==> config.mk <==
export PLATFORM = sky130hd
export DESIGN_NAME = uart_rx_tx_ring_buffers
export DESIGN_NICKNAME = d
export VERILOG_FILES = /design/src/rtl/core/uart_rb_pkg.sv /design/src/rtl/core/uart_rb_ram.sv /design/src/rtl/core/uart_rb_ctrl.sv /design/src/rtl/core/uart_rb_datapath.sv /design/src/rtl/core/uart_rx_tx_ring_buffers.sv
export SDC_FILE = /design/constraint.sdc
export NUM_CORES = 1
export LEC_CHECK = 0
export ABC_AREA = 0
export BUFFER_PORTS_ARGS = -buffer_cell sky130_fd_sc_hd__buf_4
export CAP_MARGIN = 20
export CORE_MARGIN = 2
export CORE_UTILIZATION = 45
export DETAILED_ROUTE_END_ITERATION = 12
export PLACE_DENSITY = 0.7
export SETUP_SLACK_MARGIN = 0.15
export SYNTH_ARGS = -nofsm -noshare
export SYNTH_HDL_FRONTEND = slang
export SYNTH_SLANG_ARGS = --single-unit
==> constraint.sdc <==
create_clock -name aclk -period 7.1 [get_ports aclk]
set_input_delay 0.355 -clock aclk [delete_from_list [all_inputs] [get_ports aclk]]
set_output_delay 0.355 -clock aclk [all_outputs]
set_load 0.02 [all_outputs]
==> src/rtl/core/uart_rb_pkg.sv <==
// ----------------------------------------------------------------------------
// UART ring buffer package
// Shared types, constants and helpers for the receive and send rings.
// ----------------------------------------------------------------------------
package uart_rb_pkg;

    localparam int RX_DEPTH = 64;
    localparam int TX_DEPTH = 64;
    localparam int RX_PTR_W = $clog2(RX_DEPTH);
    localparam int TX_PTR_W = $clog2(TX_DEPTH);
    localparam int BYTE_W   = 8;

    typedef logic [RX_PTR_W-1:0] uart_rb_rx_ptr_t;
    typedef logic [TX_PTR_W-1:0] uart_rb_tx_ptr_t;

    typedef enum logic [1:0] {
        OP_HOST_READ  = 2'd0,
        OP_HOST_WRITE = 2'd1,
        OP_LINE_RX    = 2'd2,
        OP_TX_READY   = 2'd3
    } uart_rb_op_t;

    typedef struct packed {
        uart_rb_op_t       opcode;
        logic [BYTE_W-1:0] data_byte;
        logic              tx_ready_flag;
    } uart_rb_in_t;

    typedef struct packed {
        logic [BYTE_W-1:0] read_byte;
        logic [BYTE_W-1:0] line_byte;
        logic              line_send;
        logic              tx_irq_enable;
        logic              byte_dropped;
    } uart_rb_out_t;

    typedef enum logic [1:0] {
        ST_IDLE,
        ST_LOAD,
        ST_SEND
    } uart_rb_state_t;

    typedef struct packed {
        logic accept;
        logic load;
    } uart_rb_cmd_t;

    function automatic uart_rb_rx_ptr_t rx_next_index(input uart_rb_rx_ptr_t p);
        if (p == RX_PTR_W'(RX_DEPTH - 1)) begin
            return '0;
        end
        return p + RX_PTR_W'(1);
    endfunction

    function automatic uart_rb_tx_ptr_t tx_next_index(input uart_rb_tx_ptr_t p);
        if (p == TX_PTR_W'(TX_DEPTH - 1)) begin
            return '0;
        end
        return p + TX_PTR_W'(1);
    endfunction

endpackage

==> src/rtl/core/uart_rb_ram.sv <==
// ----------------------------------------------------------------------------
// Generic RAM
// One write port and one read port with registered read data.
// ----------------------------------------------------------------------------
module uart_rb_ram #(
    parameter int WIDTH = 8,
    parameter int DEPTH = 64
) (
    input  logic                     aclk,
    input  logic                     we,
    input  logic [$clog2(DEPTH)-1:0] waddr,
    input  logic [WIDTH-1:0]         wdata,
    input  logic [$clog2(DEPTH)-1:0] raddr,
    output logic [WIDTH-1:0]         rdata
);

    logic [WIDTH-1:0] mem [DEPTH];

    always_ff @(posedge aclk) begin
        if (we) begin
            mem[waddr] <= wdata;
        end
        rdata <= mem[raddr];
    end

endmodule

==> src/rtl/core/uart_rb_ctrl.sv <==
// ----------------------------------------------------------------------------
// UART ring buffer controller
// Sequences one word through accept, memory read and result hand-off.
// ----------------------------------------------------------------------------
module uart_rb_ctrl
    import uart_rb_pkg::*;
(
    input  logic         aclk,
    input  logic         aresetn,
    input  logic         s_valid,
    output logic         s_ready,
    output logic         m_valid,
    input  logic         m_ready,
    output uart_rb_cmd_t cmd
);

    uart_rb_state_t state_reg;
    uart_rb_state_t state_next;

    always_ff @(posedge aclk) begin
        if (!aresetn) begin
            state_reg <= ST_IDLE;
        end else begin
            state_reg <= state_next;
        end
    end

    always_comb begin
        state_next = state_reg;
        s_ready    = 1'b0;
        m_valid    = 1'b0;
        cmd        = '0;
        unique case (state_reg)
            ST_IDLE: begin
                s_ready = 1'b1;
                if (s_valid) begin
                    cmd.accept = 1'b1;
                    state_next = ST_LOAD;
                end
            end
            ST_LOAD: begin
                cmd.load   = 1'b1;
                state_next = ST_SEND;
            end
            ST_SEND: begin
                m_valid = 1'b1;
                if (m_ready) begin
                    state_next = ST_IDLE;
                end
            end
            default: begin
                state_next = ST_IDLE;
            end
        endcase
    end

endmodule

==> src/rtl/core/uart_rb_datapath.sv <==
// ----------------------------------------------------------------------------
// UART ring buffer datapath
// Ring pointers, interrupt enable, both ring memories and the result register.
// ----------------------------------------------------------------------------
module uart_rb_datapath
    import uart_rb_pkg::*;
(
    input  logic         aclk,
    input  logic         aresetn,
    input  uart_rb_cmd_t cmd,
    input  uart_rb_in_t  s_data,
    output uart_rb_out_t m_data
);

    uart_rb_rx_ptr_t   rx_rd_reg, rx_rd_next;
    uart_rb_rx_ptr_t   rx_wr_reg, rx_wr_next;
    uart_rb_tx_ptr_t   tx_rd_reg, tx_rd_next;
    uart_rb_tx_ptr_t   tx_wr_reg, tx_wr_next;
    logic              irq_reg, irq_next;
    logic              rx_pend_reg, rx_pend_next;
    logic              tx_pend_reg, tx_pend_next;
    uart_rb_out_t      res_reg, res_next;
    logic              rx_we, tx_we;
    logic [BYTE_W-1:0] rx_rdata, tx_rdata;
    uart_rb_rx_ptr_t   rx_wr_inc, rx_rd_inc;
    uart_rb_tx_ptr_t   tx_wr_inc, tx_rd_inc;
    logic              rx_empty, tx_empty;

    assign rx_wr_inc = rx_next_index(rx_wr_reg);
    assign rx_rd_inc = rx_next_index(rx_rd_reg);
    assign tx_wr_inc = tx_next_index(tx_wr_reg);
    assign tx_rd_inc = tx_next_index(tx_rd_reg);
    assign rx_empty  = (rx_rd_reg == rx_wr_reg);
    assign tx_empty  = (tx_rd_reg == tx_wr_reg);

    uart_rb_ram #(
        .WIDTH (BYTE_W),
        .DEPTH (RX_DEPTH)
    ) u_rx_ram (
        .aclk  (aclk),
        .we    (rx_we),
        .waddr (rx_wr_reg),
        .wdata (s_data.data_byte),
        .raddr (rx_rd_reg),
        .rdata (rx_rdata)
    );

    uart_rb_ram #(
        .WIDTH (BYTE_W),
        .DEPTH (TX_DEPTH)
    ) u_tx_ram (
        .aclk  (aclk),
        .we    (tx_we),
        .waddr (tx_wr_reg),
        .wdata (s_data.data_byte),
        .raddr (tx_rd_reg),
        .rdata (tx_rdata)
    );

    always_comb begin
        rx_rd_next   = rx_rd_reg;
        rx_wr_next   = rx_wr_reg;
        tx_rd_next   = tx_rd_reg;
        tx_wr_next   = tx_wr_reg;
        irq_next     = irq_reg;
        rx_pend_next = rx_pend_reg;
        tx_pend_next = tx_pend_reg;
        res_next     = res_reg;
        rx_we        = 1'b0;
        tx_we        = 1'b0;
        if (cmd.accept) begin
            res_next     = '0;
            rx_pend_next = 1'b0;
            tx_pend_next = 1'b0;
            unique case (s_data.opcode)
                OP_HOST_READ: begin
                    if (!rx_empty) begin
                        rx_pend_next = 1'b1;
                        rx_rd_next   = rx_rd_inc;
                    end else begin
                        rx_rd_next = '0;
                        rx_wr_next = '0;
                    end
                end
                OP_HOST_WRITE: begin
                    if (tx_empty && s_data.tx_ready_flag) begin
                        res_next.line_byte = s_data.data_byte;
                        res_next.line_send = 1'b1;
                    end else if (tx_wr_inc != tx_rd_reg) begin
                        tx_we      = 1'b1;
                        tx_wr_next = tx_wr_inc;
                    end else begin
                        res_next.byte_dropped = 1'b1;
                    end
                    irq_next = 1'b1;
                end
                OP_LINE_RX: begin
                    if (rx_wr_inc != rx_rd_reg) begin
                        rx_we      = 1'b1;
                        rx_wr_next = rx_wr_inc;
                    end else begin
                        res_next.byte_dropped = 1'b1;
                    end
                end
                OP_TX_READY: begin
                    if (!tx_empty) begin
                        tx_pend_next       = 1'b1;
                        res_next.line_send = 1'b1;
                        tx_rd_next         = tx_rd_inc;
                    end
                    if (tx_empty || (tx_rd_inc == tx_wr_reg)) begin
                        tx_rd_next = '0;
                        tx_wr_next = '0;
                        irq_next   = 1'b0;
                    end
                end
                default: begin
                    res_next = '0;
                end
            endcase
            res_next.tx_irq_enable = irq_next;
        end
        if (cmd.load) begin
            if (rx_pend_reg) begin
                res_next.read_byte = rx_rdata;
            end
            if (tx_pend_reg) begin
                res_next.line_byte = tx_rdata;
            end
        end
    end

    always_ff @(posedge aclk) begin
        if (!aresetn) begin
            rx_rd_reg   <= '0;
            rx_wr_reg   <= '0;
            tx_rd_reg   <= '0;
            tx_wr_reg   <= '0;
            irq_reg     <= 1'b0;
            rx_pend_reg <= 1'b0;
            tx_pend_reg <= 1'b0;
        end else begin
            rx_rd_reg   <= rx_rd_next;
            rx_wr_reg   <= rx_wr_next;
            tx_rd_reg   <= tx_rd_next;
            tx_wr_reg   <= tx_wr_next;
            irq_reg     <= irq_next;
            rx_pend_reg <= rx_pend_next;
            tx_pend_reg <= tx_pend_next;
        end
    end

    always_ff @(posedge aclk) begin
        res_reg <= res_next;
    end

    assign m_data = res_reg;

endmodule

==> src/rtl/core/uart_rx_tx_ring_buffers.sv <==
// Sequence: an accepted word takes the controller to ST_LOAD, where the
// registered ring memory read enters the result register, then to ST_SEND,
// where the result word is held until taken. No new word is accepted meanwhile.
// Reset: aresetn is synchronous and active low; it clears the ring pointers,
// the transmit interrupt enable and the controller. Ring contents are not cleared.
// ----------------------------------------------------------------------------
// UART receive and send ring buffers
// Host and line events on a receive ring and a send ring, one result per word.
// ----------------------------------------------------------------------------
module uart_rx_tx_ring_buffers
    import uart_rb_pkg::*;
(
    input  logic         aclk,
    input  logic         aresetn,
    input  logic         s_valid,
    output logic         s_ready,
    input  uart_rb_in_t  s_data,
    output logic         m_valid,
    input  logic         m_ready,
    output uart_rb_out_t m_data
);

    uart_rb_cmd_t cmd;

    uart_rb_ctrl u_ctrl (
        .aclk    (aclk),
        .aresetn (aresetn),
        .s_valid (s_valid),
        .s_ready (s_ready),
        .m_valid (m_valid),
        .m_ready (m_ready),
        .cmd     (cmd)
    );

    uart_rb_datapath u_datapath (
        .aclk    (aclk),
        .aresetn (aresetn),
        .cmd     (cmd),
        .s_data  (s_data),
        .m_data  (m_data)
    );

`ifndef SYNTHESIS
    a_no_overlap: assert property (@(posedge aclk) disable iff (!aresetn)
        m_valid |-> !s_ready)
        else $error("input accepted while a result word is pending");

    a_result_timing: assert property (@(posedge aclk) disable iff (!aresetn)
        (s_valid && s_ready) |-> ##2 m_valid)
        else $error("result word not presented two cycles after accept");

    a_idle_line_byte: assert property (@(posedge aclk) disable iff (!aresetn)
        (m_valid && !m_data.line_send) |-> (m_data.line_byte == '0))
        else $error("line byte non-zero without a send");

    a_drop_exclusive: assert property (@(posedge aclk) disable iff (!aresetn)
        (m_valid && m_data.byte_dropped) |-> (!m_data.line_send && m_data.read_byte == '0))
        else $error("dropped word also reports a transfer");
`endif

endmodule

Word-level counts from Yosys, hierarchy flattened
Memories as Yosys holds them, arrays and structs flattened. A register that Yosys moved wholly into a read port is not among the register bits.
Cells that the tools add are included.
{ "word_totals": {"input_bits": 15, "mem_count": 2, "output_inout_bits": 21, "ramBits": 1024, "wordCells": 110, "regBits": 48} }
{ "classes": {"mux": 58, "n_addsub": 4, "n_reduce_logical": 11, "n_eq_ne": 22} }
{ "mem_list": {"columns": ["name", "depth", "width", "read_ports", "rd_ports_with_merged_regs", "wr", "line_no", "text"], "rows": [
  ["u_datapath.u_rx_ram.mem", 64, 8, 1, 1, 1, "uart_rb_ram.sv:17", "logic [WIDTH-1:0] mem [DEPTH];"],
  ["u_datapath.u_tx_ram.mem", 64, 8, 1, 1, 1, "uart_rb_ram.sv:17", null]
]} }
{ "op_table": {"columns": ["operator", "n"], "rows": [
  ["$mux W6", 16],
  ["$mux W1", 28],
  ["$add A6 B1 Y6 const B", 4],
  ["$eq A6 B6 Y1 const B", 4],
  ["$mux W8", 3],
  ["$pmux W6 S2", 2],
  ["$mux W19", 1],
  ["$eq A6 B6 Y1", 3],
  ["$mux W16", 1],
  ["$ne A6 B6 Y1", 2],
  ["$mux W9", 1],
  ["$ne A2 B1 Y1 const B", 4],
  ["$ne A2 B2 Y1 const B", 4],
  ["$eq A2 B2 Y1 const B", 3],
  ["$pmux W1 S2", 3],
  ["$pmux W2 S3", 1],
  ["$reduce_and A5 Y1", 1],
  ["$eq A2 B1 Y1 const B", 2],
  ["$logic_not A2 Y1", 2],
  ["$mux W2", 2],
  ["$reduce_and A2 Y1", 2],
  ["$reduce_and A4 Y1", 1],
  ["$reduce_bool A2 Y1", 2],
  ["$reduce_and A3 Y1", 1],
  ["2 further kinds", 2]
]} }

Logic depth before layout (Yosys ltp)
Gate-level depths: netlist of the first run.
{ "logic_depth": {"word_depth": 10, "ltp_mapped": 11, "mapped_depth_nobuf": 8} }

Hierarchy
Synthesis of the first run repeated with hierarchy kept, for this count alone.
{ "hier_totals": {"hier_cells": 2268, "area_unflattened_um2": 43397.9} }
{ "by_module_without_submodules": {"columns": ["module", "area_per_inst_um2", "seq_area_each_um2", "instances", "cells_per_inst"], "rows": [
  ["uart_rb_ram", 20166.8, 15534.9, 2, 940],
  ["uart_rb_datapath", 2971.6, 950.9, 1, 379],
  ["uart_rb_ctrl", 92.6, 40.0, 1, 9]
]} }

Worst setup path before layout of the first run
Ideal clock, no wire load.
{ "synth_timing": {"path_type": "register to register", "from": "register u_datapath.tx_wr_reg[0]", "to": "memory u_datapath.u_tx_ram.mem[46][0], enable pin", "path_buffers": 2, "period_less_slack_ns": 2.884, "slack_ns": 4.216, "setup_ns": 0.370, "required_ns": 6.730, "t_arrival_ns": 2.514, "path_stages_with_launch": 11, "cell_sequence": "dfxtp_1 ha_1 clkbuf_1 and2_1 a221oi_1 a31o_2 nor4_1 a211oi_1 buf_2 nand4b_1 nor2_1"} }
{ "synth_between": {"elab_chain_len": 10, "elab_cells_between_ends": 13, "classes_between": "1 x add/sub; 3 x eq/ne; 8 x mux; 1 x reduce/logical"} }
{ "synth_lines": {"columns": ["item", "line_no", "text"], "rows": [
  ["from (decl)", "uart_rb_datapath.sv:18", "uart_rb_tx_ptr_t tx_wr_reg, tx_wr_next;"],
  ["from (signal assigned)", "uart_rb_datapath.sv:146", "tx_wr_reg <= tx_wr_next;"],
  ["branches (longest 10 deep; another with $add A6 B1 Y6)", null, null],
  ["to (decl)", "uart_rb_ram.sv:17", null]
]} }
Several ways; the timed one is not identified.

Worst setup path in the final report of the first run
{ "layout_timing": {"from": "register u_datapath.tx_wr_reg[3]", "to": "memory u_datapath.u_tx_ram.mem[38][1], enable pin"} }
The elaborated chain is that of the path after synthesis.

==> results of run 1 <==
## synthesized netlist by cell type, types with 9 or more instances
| master | count | area, um^2 |
|---|---|---|
| mux4_2 | 328 | 7390 |
| buf_1 | 25 | 93.8 |
| edfxtp_1 | 1027 | 30800 |
| buf_2 | 29 | 145 |
| clkbuf_1 | 60 | 225 |
| mux2i_1 | 9 | 90.1 |
| nand4_1 | 10 | 62.6 |
| dfxtp_1 | 61 | 1220 |
| o21ai_1 | 11 | 55.1 |
| nand3_1 | 19 | 95.1 |
| and3_1 | 10 | 62.6 |
| nand4b_1 | 10 | 87.6 |
| nand2_1 | 48 | 180 |
| a22oi_1 | 9 | 67.6 |
| a22o_1 | 9 | 78.8 |
| o21ai_0 | 17 | 85.1 |
| nand3b_1 | 9 | 67.6 |
| nor2_1 | 158 | 593 |
| a21boi_0 | 12 | 90.1 |
| a21oi_1 | 18 | 90.1 |
| xnor2_1 | 15 | 131 |
## power breakdown
part           internal [mW]  switching (mW)
clock                   3.09            2.34
sequential              7.02         0.00802
combinational         0.0433           0.172
total                   10.2            2.52
## logic make-up after synthesis
kind of cell / after synthesis
AO/OA/AOI/OAI: 121
flip-flops: 1088
multiplexers: 345
XOR/XNOR: 23
AND/OR/NAND/NOR: 314
adder cells (fa/ha/maj): 8
buffers and inverters: 131
## final cells by class
type | count | area share
multi-input cells | 811 | 0.214
flip-flops and latches | 1088 | 0.672
clock buffers | 131 | 0.0578
inverters | 8 | 0.000629
repair buffers | 57 | 0.00970
clock inverters | 59 | 0.0125
well taps | 1265 | 0.0332
## metal layers
layer  wire, um  GRT usage  up-vias
met5         69          0        -
met4       1720     0.0434       10
met3       9780     0.0466      138
met2      45600      0.305     1171
met1      40600      0.298    11000
li1           -          -     8530
## critical path, cell delays in order, from the launching register on
cell and delay (ps):
dfxtp_1 760, nand3b_1 610, o311ai_1 460, nor4_1 140, a211oi_1 320, buf_2 280, nand4b_1 770, nor2_1 880
## through the flow
stage,hold slack (ps),instance area [um^2],std cells
floorplan,426,42800,2030
global placement,445,44300,3225
detailed placement,445,44300,3225
CTS,59.9,47700,3417
global route,83.1,47700,3419
finish,90.1,47700,3419
## what timing repair did
action                                 4_1_cts  5_1_grt
hold buffers                                 2        0
endpoints found under the hold margin        2        0
setup buffers                                0        0
## worst max-delay path by stage
stage / from / endpoint / slack [ps] / cells after the start
floorplan: u_datapath.tx_wr_reg[0]$_SDFFE_PN0P_ / u_datapath.u_tx_ram.mem[46][0]$_DFFE_PP_ / 4220 / 10
global placement: u_datapath.tx_wr_reg[3]$_SDFFE_PN0P_ / u_datapath.u_tx_ram.mem[19][1]$_DFFE_PP_ / 2020 / 6
detailed placement: u_datapath.tx_wr_reg[3]$_SDFFE_PN0P_ / u_datapath.u_tx_ram.mem[35][1]$_DFFE_PP_ / 1900 / 6
CTS: u_datapath.tx_wr_reg[3]$_SDFFE_PN0P_ / u_datapath.u_tx_ram.mem[59][3]$_DFFE_PP_ / 1830 / 6
global route: u_datapath.tx_wr_reg[3]$_SDFFE_PN0P_ / u_datapath.u_tx_ram.mem[35][2]$_DFFE_PP_ / 2220 / 7
finish: u_datapath.tx_wr_reg[3]$_SDFFE_PN0P_ / u_datapath.u_tx_ram.mem[38][1]$_DFFE_PP_ / 2480 / 7
==> results.sh, run 1 <==
export IMPL_layout_common_cells="edfxtp_1 (1027), mux4_2 (328), nor2_1 (158)"
export IMPL_layout_drive_gt1_share=0.262
export IMPL_wl_per_cell_um=28.6
export IMPL_synth_compound_area_frac=0.0197
export IMPL_synthArstFlopShare=0
export IMPL_setup_violations=0
export IMPL_dr_first_iter_drc_count=2757
export IMPL_clkTransAtPathRegs_ps=70
export IMPL_min_path_type="in2reg"
export IMPL_cts_root_buffer="clkbuf_16"
export IMPL_reg2reg_to="u_datapath.u_tx_ram.mem[38][1]$_DFFE_PP_"
export IMPL_ys_seq_area_frac=0.748
export IMPL_syn_area_per_cell_um2=21.1
export IMPL_ys_flop_type="edfxtp_1"
export IMPL_synth_adder_area_share=0.00234
export IMPL_synthSimpleGateAreaFrac=0.0347
export IMPL_nNetsFinal=2093
export IMPL_power_density_nw_per_um2=266
export IMPL_critPathRequiredTime_ps=7390
export IMPL_crit_path_start_kind="register"
export IMPL_yosys_cell_types_count=66
export IMPL_worst_pin_slew_ps=1100
export IMPL_grt_pass1_wl_um=144000
export IMPL_path_class="reg2reg"
export IMPL_first_pass_iters=5
export IMPL_grt_overflow=0
export IMPL_insertion_delay_ps=680
export IMPL_drtAntennaViolNets=0
export IMPL_initial_core_util=0.452
export IMPL_synth_area_mux_share=0.177
export IMPL_hold_start="aresetn"
export IMPL_hpwl_um=58700
export IMPL_fin_crit_sh=0.651
export IMPL_cts_tree="built"
export IMPL_ys_seq_elements=1088
export IMPL_end_kind="register"
export IMPL_post_route_min_period_ps=4620
export IMPL_synth_top_family_by_area="multiplexers"
export IMPL_multi_input_area_um2=10200
export IMPL_relSlewSlack=0.270
export IMPL_fillCellCount=7319
export IMPL_totalPowerFinal_mw=12.7
export IMPL_finalWeightedCongestion=0.871
export IMPL_dieArea_um2=97700
export IMPL_n_antenna_cell=0
export IMPL_core_area_um2=94700
export IMPL_hold_violations=0
export IMPL_postSynthCellCount=2030
export IMPL_arrival_ps=4920
export IMPL_holdPathEnd="u_datapath.rx_wr_reg[4]$_SDFFE_PN0P_"
export IMPL_first_global_vias=20500
export IMPL_synth_edf_count=1027
export IMPL_report_final_slew_viol_count=0
export IMPL_synth_nets=2053
export IMPL_die_h_um=313
export IMPL_hold_depth=2
export IMPL_grt_setup_unrepaired="no"
export IMPL_dp_slack_ps=1900
export IMPL_final_common_cell="edfxtp_1"
export IMPL_syn2layout_area_growth_pct=11.3
export IMPL_wl_um=97700
export IMPL_clock_path_buffers=3
export IMPL_num_vias=20800
export IMPL_final_setup_worst_slack_ps=2480
export IMPL_seq_area_um2=32100
export IMPL_leakagePower_nw=14.3
export IMPL_grt_usage=0.200
export IMPL_io_buffer_count=35
export IMPL_r2r_setup_slack_ps=2480
export IMPL_fmax_ghz=0.216
export IMPL_numCtsBuffers=104
export IMPL_avgViaCountPerCell=6.10
export IMPL_post_cts_resized=0
export IMPL_synthXorXnorAreaFrac=0.00470
export IMPL_rr_startpoint="u_datapath.tx_wr_reg[3]$_SDFFE_PN0P_"
export IMPL_cts_max_level=3
export IMPL_clock_skew_ps=21.6
export IMPL_syn_area_um2=42800
export IMPL_worst_ir_drop_vdd_mv=0.177
export IMPL_rows=113
export IMPL_io_pins=36
export IMPL_run_status="completed"
export IMPL_ys_warn_count=0
export IMPL_grt_max_degree=136
export IMPL_drcViolationCount=0
export IMPL_max_cap_violations=0
export IMPL_clock_sinks=1088
export IMPL_antenna_found_initial=9
export IMPL_tns_ps=0
export IMPL_cp_max_fo=21
export IMPL_die_w_um=313
export IMPL_ff2ff_path_depth=7
export IMPL_finish_utilization=0.504
Power figures use the tool's default switching activity.
==> run 2: changes to the inputs <==
- PLACE_DENSITY: 0.7 -> 0.72
- clock period: 7.1 -> 3.89 ns (I/O delays scaled with it)
==> results.sh, run 2 (synthesized netlist as in run 1, its figures left out) <==
export IMPL_setup_worst_path_start="u_datapath.rx_wr_reg[0]$_SDFFE_PN0P_"
export IMPL_dieArea_um2=97700
export IMPL_syn2layout_area_growth_pct=12.1
export IMPL_final_common_cell="edfxtp_1"
export IMPL_core_area_um2=94700
export IMPL_report_final_slew_viol_count=0
export IMPL_min_path_type="in2reg"
export IMPL_cp_max_fo=17
export IMPL_relSlewSlack=0.357
export IMPL_final_setup_worst_slack_ps=137
export IMPL_clock_path_buffers=3
export IMPL_wl_um=96200
export IMPL_cts_tree="built"
export IMPL_post_route_min_period_ps=3750
export IMPL_setup_violations=0
export IMPL_fmax_ghz=0.266
export IMPL_max_cap_violations=0
export IMPL_critPathRequiredTime_ps=4160
export IMPL_drtAntennaViolNets=0
export IMPL_grt_pass1_wl_um=143000
export IMPL_fillCellCount=7291
export IMPL_first_global_vias=20700
export IMPL_io_buffer_count=35
export IMPL_io_pins=36
export IMPL_insertion_delay_ps=660
export IMPL_worst_ir_drop_vdd_mv=0.340
export IMPL_finalWeightedCongestion=0.891
export IMPL_crit_path_start_kind="register"
export IMPL_hpwl_um=59600
export IMPL_cts_max_level=3
export IMPL_grt_usage=0.198
export IMPL_die_w_um=313
export IMPL_rows=113
export IMPL_antenna_found_initial=9
export IMPL_worst_pin_slew_ps=961
export IMPL_arrival_ps=4030
export IMPL_die_h_um=313
export IMPL_hold_violations=0
export IMPL_post_cts_setup_buffer_count=0
export IMPL_nNetsFinal=2122
export IMPL_path_class="reg2reg"
export IMPL_num_vias=20800
export IMPL_layout_common_cells="edfxtp_1 (1027), mux4_2 (328), nor2_1 (114)"
export IMPL_numCtsBuffers=98
export IMPL_rr_startpoint="u_datapath.rx_wr_reg[0]$_SDFFE_PN0P_"
export IMPL_run_status="completed"
export IMPL_grt_setup_unrepaired="yes"
export IMPL_cts_root_buffer="clkbuf_16"
export IMPL_clock_skew_ps=27.9
export IMPL_avgViaCountPerCell=6.04
export IMPL_power_density_nw_per_um2=476
export IMPL_grt_overflow=0
export IMPL_first_pass_iters=5
export IMPL_dr_first_iter_drc_count=2869
export IMPL_clkTransAtPathRegs_ps=70
export IMPL_initial_core_util=0.452
export IMPL_hold_start="s_data[10]"
export IMPL_wl_per_cell_um=28.0
export IMPL_layout_drive_gt1_share=0.289
export IMPL_drcViolationCount=0
export IMPL_end_kind="register"
export IMPL_grt_max_degree=72
export IMPL_clock_sinks=1088
export IMPL_leakagePower_nw=14.4
export IMPL_totalPowerFinal_mw=22.9
export IMPL_dp_slack_ps=229
export IMPL_fin_crit_sh=0.965
-- run 2: cell count changes in the layout (fill, tap and decap cells not counted), moves of 4 or more --
cell / before / now
buf_4: 52 / 75
nor2_1: 158 / 114
buf_12: 1 / 12
nor2_2: 0 / 44
clkbuf_1: 24 / 20
clkinv_4: 5 / 1
clkbuf_16: 106 / 101
-- run 2: per-stage QoR --
stage          setup TNS [ps]  std cells   util  area, um^2  hold slack (ps)
2_1_floorplan               0       2030      -       42800              293
4_1_cts                     0       3441  0.506       47900             12.5
3_5_place_dp                0       3259  0.472       44700              448
5_1_grt                  -255       3441  0.507       48000             58.4
3_3_place_gp                0       3259  0.472       44700              437
6_report                    0       3442  0.507       48100             46.6
-- run 2: power by group --
group / switching, mW / total [mW] / leakage (nW) / internal [mW]
clock network: 4.12 / 9.66 / 1.55 / 5.54
registers: 0.0148 / 12.8 / 9.73 / 12.8
logic: 0.308 / 0.404 / 3.13 / 0.0962
-- run 2: repair_timing --
action / 4_1_cts / 5_1_grt
endpoints found under the setup margin: 0 / 511
hold buffers: 5 / 0
endpoints found under the hold margin: 23 / 0
gates resized for setup: 0 / 44
-- run 2: layout make-up --
type,count,area [um^2],area share
clock inverter,56,593,0.0123
inverter,8,30.0,0.000625
timing repair buffer,92,853,0.0178
clock buffer,121,2600,0.0542
sequential,1088,32100,0.668
multi-input combinational,811,10300,0.215
tap,1265,1580,0.0329
antenna,1,2.50,0.0000521
-- run 2: worst paths after layout --
check,to,slack (ps),cells past startpoint
worst max-delay path,u_datapath.u_rx_ram.mem[39][1]$_DFFE_PP_,140,7
worst min-delay path,u_datapath.m_data[0]$_DFFE_PP_,50,4
worst max register to register,u_datapath.u_rx_ram.mem[39][1]$_DFFE_PP_,140,7
worst min register to register,u_datapath.m_data[11]$_DFF_P_,460,1
-- run 2: layer usage --
| layer | track usage | routed length [um] | vias up |
|---|---|---|---|
| met3 | 0.0395 | 9220 | 173 |
| met4 | 0.0549 | 2280 | 10 |
| li1 | - | - | 8580 |
| met1 | 0.287 | 38800 | 10900 |
| met5 | 0 | 68 | - |
| met2 | 0.310 | 45900 | 1093 |
-- run 2: worst max-delay path: stages (launching register included) --
cell,delay (ps)
dfxtp_1,620
ha_1,400
nand3_1,180
nor2_1,240
o32ai_1,140
nand3_1,470
nand4b_1,570
nor2_1,730
==> run 3: changes to the inputs <==
- CORE_UTILIZATION: 45 -> 57
- PLACE_DENSITY: 0.72 -> 0.86
- SETUP_SLACK_MARGIN: 0.15 -> not set
==> results.sh, run 3 (synthesized netlist as in run 1, its figures left out) <==
export IMPL_grt_usage=0.281
export IMPL_relSlewSlack=0.223
export IMPL_num_vias=22700
export IMPL_fmax_ghz=0.262
export IMPL_drtAntennaViolNets=0
export IMPL_reg2reg_to="u_datapath.u_rx_ram.mem[19][5]$_DFFE_PP_"
export IMPL_io_pins=36
export IMPL_hold_violations=9
export IMPL_initial_core_util=0.576
export IMPL_fillCellCount=4398
export IMPL_core_area_um2=74400
export IMPL_clock_skew_ps=55.4
export IMPL_cp_slowest_cell="nor2_1"
export IMPL_first_pass_iters=9
export IMPL_power_density_nw_per_um2=488
export IMPL_finalWeightedCongestion=0.900
export IMPL_wl_per_cell_um=33.8
export IMPL_numCtsBuffers=100
export IMPL_die_w_um=278
export IMPL_r2r_setup_slack_ps=70
export IMPL_setup_worst_path_start="u_datapath.rx_wr_reg[0]$_SDFFE_PN0P_"
export IMPL_first_global_vias=22600
export IMPL_post_route_min_period_ps=3820
export IMPL_fin_crit_sh=0.981
export IMPL_cp_max_fo=17
export IMPL_hpwl_um=58800
export IMPL_setup_violations=0
export IMPL_cp_cell_sequence="ha_1 -> nand3_1 -> nor2_1 -> o32ai_1 -> nand3_1 -> buf_4 -> nand4b_1 -> nor2_1"
export IMPL_dr_first_iter_drc_count=4242
export IMPL_worst_ir_drop_vdd_mv=0.426
export IMPL_max_cap_violations=0
export IMPL_io_buffer_count=35
export IMPL_layout_common_cells="edfxtp_1 (1027), mux4_2 (328), nor2_1 (147)"
export IMPL_dieArea_um2=77400
export IMPL_layout_drive_gt1_share=0.296
export IMPL_multi_input_area_um2=10200
export IMPL_die_h_um=278
export IMPL_insertion_delay_ps=700
export IMPL_seq_area_um2=32100
export IMPL_leakagePower_nw=14.8
export IMPL_antenna_found_initial=6
export IMPL_fin_hold_ws_ps=-14.6
export IMPL_arrival_ps=4140
export IMPL_grt_setup_unrepaired="yes"
export IMPL_syn2layout_area_growth_pct=12.5
export IMPL_avgViaCountPerCell=7.07
export IMPL_end_kind="register"
export IMPL_cts_tree="built"
export IMPL_report_final_slew_viol_count=0
export IMPL_cts_max_level=3
export IMPL_grt_overflow=0
export IMPL_rows=100
export IMPL_grt_pass1_wl_um=157000
export IMPL_final_common_cell="edfxtp_1"
export IMPL_endpoint="u_datapath.u_rx_ram.mem[19][5]$_DFFE_PP_"
export IMPL_clock_sinks=1088
export IMPL_min_path_type="in2reg"
export IMPL_path_class="reg2reg"
export IMPL_nNetsFinal=2175
export IMPL_crit_path_start_kind="register"
export IMPL_cts_root_buffer="clkbuf_16"
export IMPL_finish_utilization=0.648
export IMPL_hold_depth=1
export IMPL_critPathRequiredTime_ps=4220
export IMPL_clock_path_buffers=3
export IMPL_grt_max_degree=112
export IMPL_violations="hold timing"
export IMPL_rr_startpoint="u_datapath.rx_wr_reg[0]$_SDFFE_PN0P_"
export IMPL_run_status="complete, but fails checks"
export IMPL_worst_pin_slew_ps=1170
export IMPL_ff2ff_path_depth=8
export IMPL_clkTransAtPathRegs_ps=60
export IMPL_slowest_delay_ps=800
export IMPL_wl_um=108000
export IMPL_drcViolationCount=0
run 3: cell types whose count changed in the layout (fill, tap and decap cells not counted), moves of 4 or more:
cell and delta:
buf_4 +52, clkbuf_1 -5, diode_2 +4, nor2_1 +33, clkinv_2 +5, nor2_2 -33, buf_16 +5, buf_12 -8
run 3: worst min-delay path by stage:
| stage | slack (ps) | start | endpoint |
|---|---|---|---|
| 6_report | -10 | s_data[3] | u_datapath.u_rx_ram.mem[51][2]$_DFFE_PP_ |
| 5_1_grt | 2 | s_data[3] | u_datapath.u_rx_ram.mem[52][2]$_DFFE_PP_ |
| 4_1_cts | 40 | s_data[10] | u_datapath.m_data[0]$_DFFE_PP_ |
| 3_5_place_dp | 450 | s_valid | u_ctrl.state_reg[0]$_SDFFE_PN0P_ |
| 3_3_place_gp | 430 | s_valid | u_ctrl.state_reg[0]$_SDFFE_PN0P_ |
| 2_1_floorplan | 290 | s_data[1] | u_datapath.u_rx_ram.mem[0][0]$_DFFE_PP_ |
run 3: cell type report:
cell class	count	area share
repair buffers	143	0.0257
clock inverters	65	0.0158
well taps	969	0.0251
diodes	5	0.000259
multi-input cells	811	0.212
inverters	8	0.000623
flip-flops and latches	1088	0.665
clock buffers	119	0.0549
run 3: per-layer routing:
metal / vias to the layer above / global-route usage / part of all wire / wire [um]
li1: 8683 / - / - / -
met1: 11500 / 0.376 / 0.34 / 36500
met2: 2074 / 0.458 / 0.49 / 53500
met3: 366 / 0.0640 / 0.12 / 13500
met4: 6 / 0.106 / 0.044 / 4760
met5: - / 0 / 0.00038 / 41
run 3: through the flow:
stage / power (mW) / setup TNS [ps] / cells / area (um^2) / worst slack, ps
global placement: 13.4 / 0 / 3007 / 44600 / 283
global route: 24.0 / -10120 / 3204 / 48200 / -180
floorplan: 13.2 / 0 / 2030 / 42800 / 1010
finish: 23.5 / 0 / 3208 / 48200 / 73.7
detailed placement: 13.5 / 0 / 3007 / 44600 / 87.1
CTS: 23.5 / -1110 / 3197 / 48000 / -79.3
run 3: critical path: cells and delay by family (launching register included):
kind                     cells  cell delay, ps
AND/OR/NAND/NOR              5            1960
flip-flops                   1             660
adder cells (fa/ha/maj)      1             420
buffers and inverters        1             270
AO/OA/AOI/OAI                1             140
run 3: power by group:
part           internal (mW)  switching [mW]
Clock                   5.83            4.43
Combinational          0.103           0.319
Sequential              12.8          0.0191
run 3: what timing repair did:
| item | in CTS | in global routing |
|---|---|---|
| buffers inserted | 0 | 0 |
| cloned | 0 | 0 |
| setup endpoints to repair | 16 | 190 |
| hold buffers | 6 | 1 |
| gates resized for setup | 0 | 14 |
| endpoints found under the hold margin | 30 | 6 |
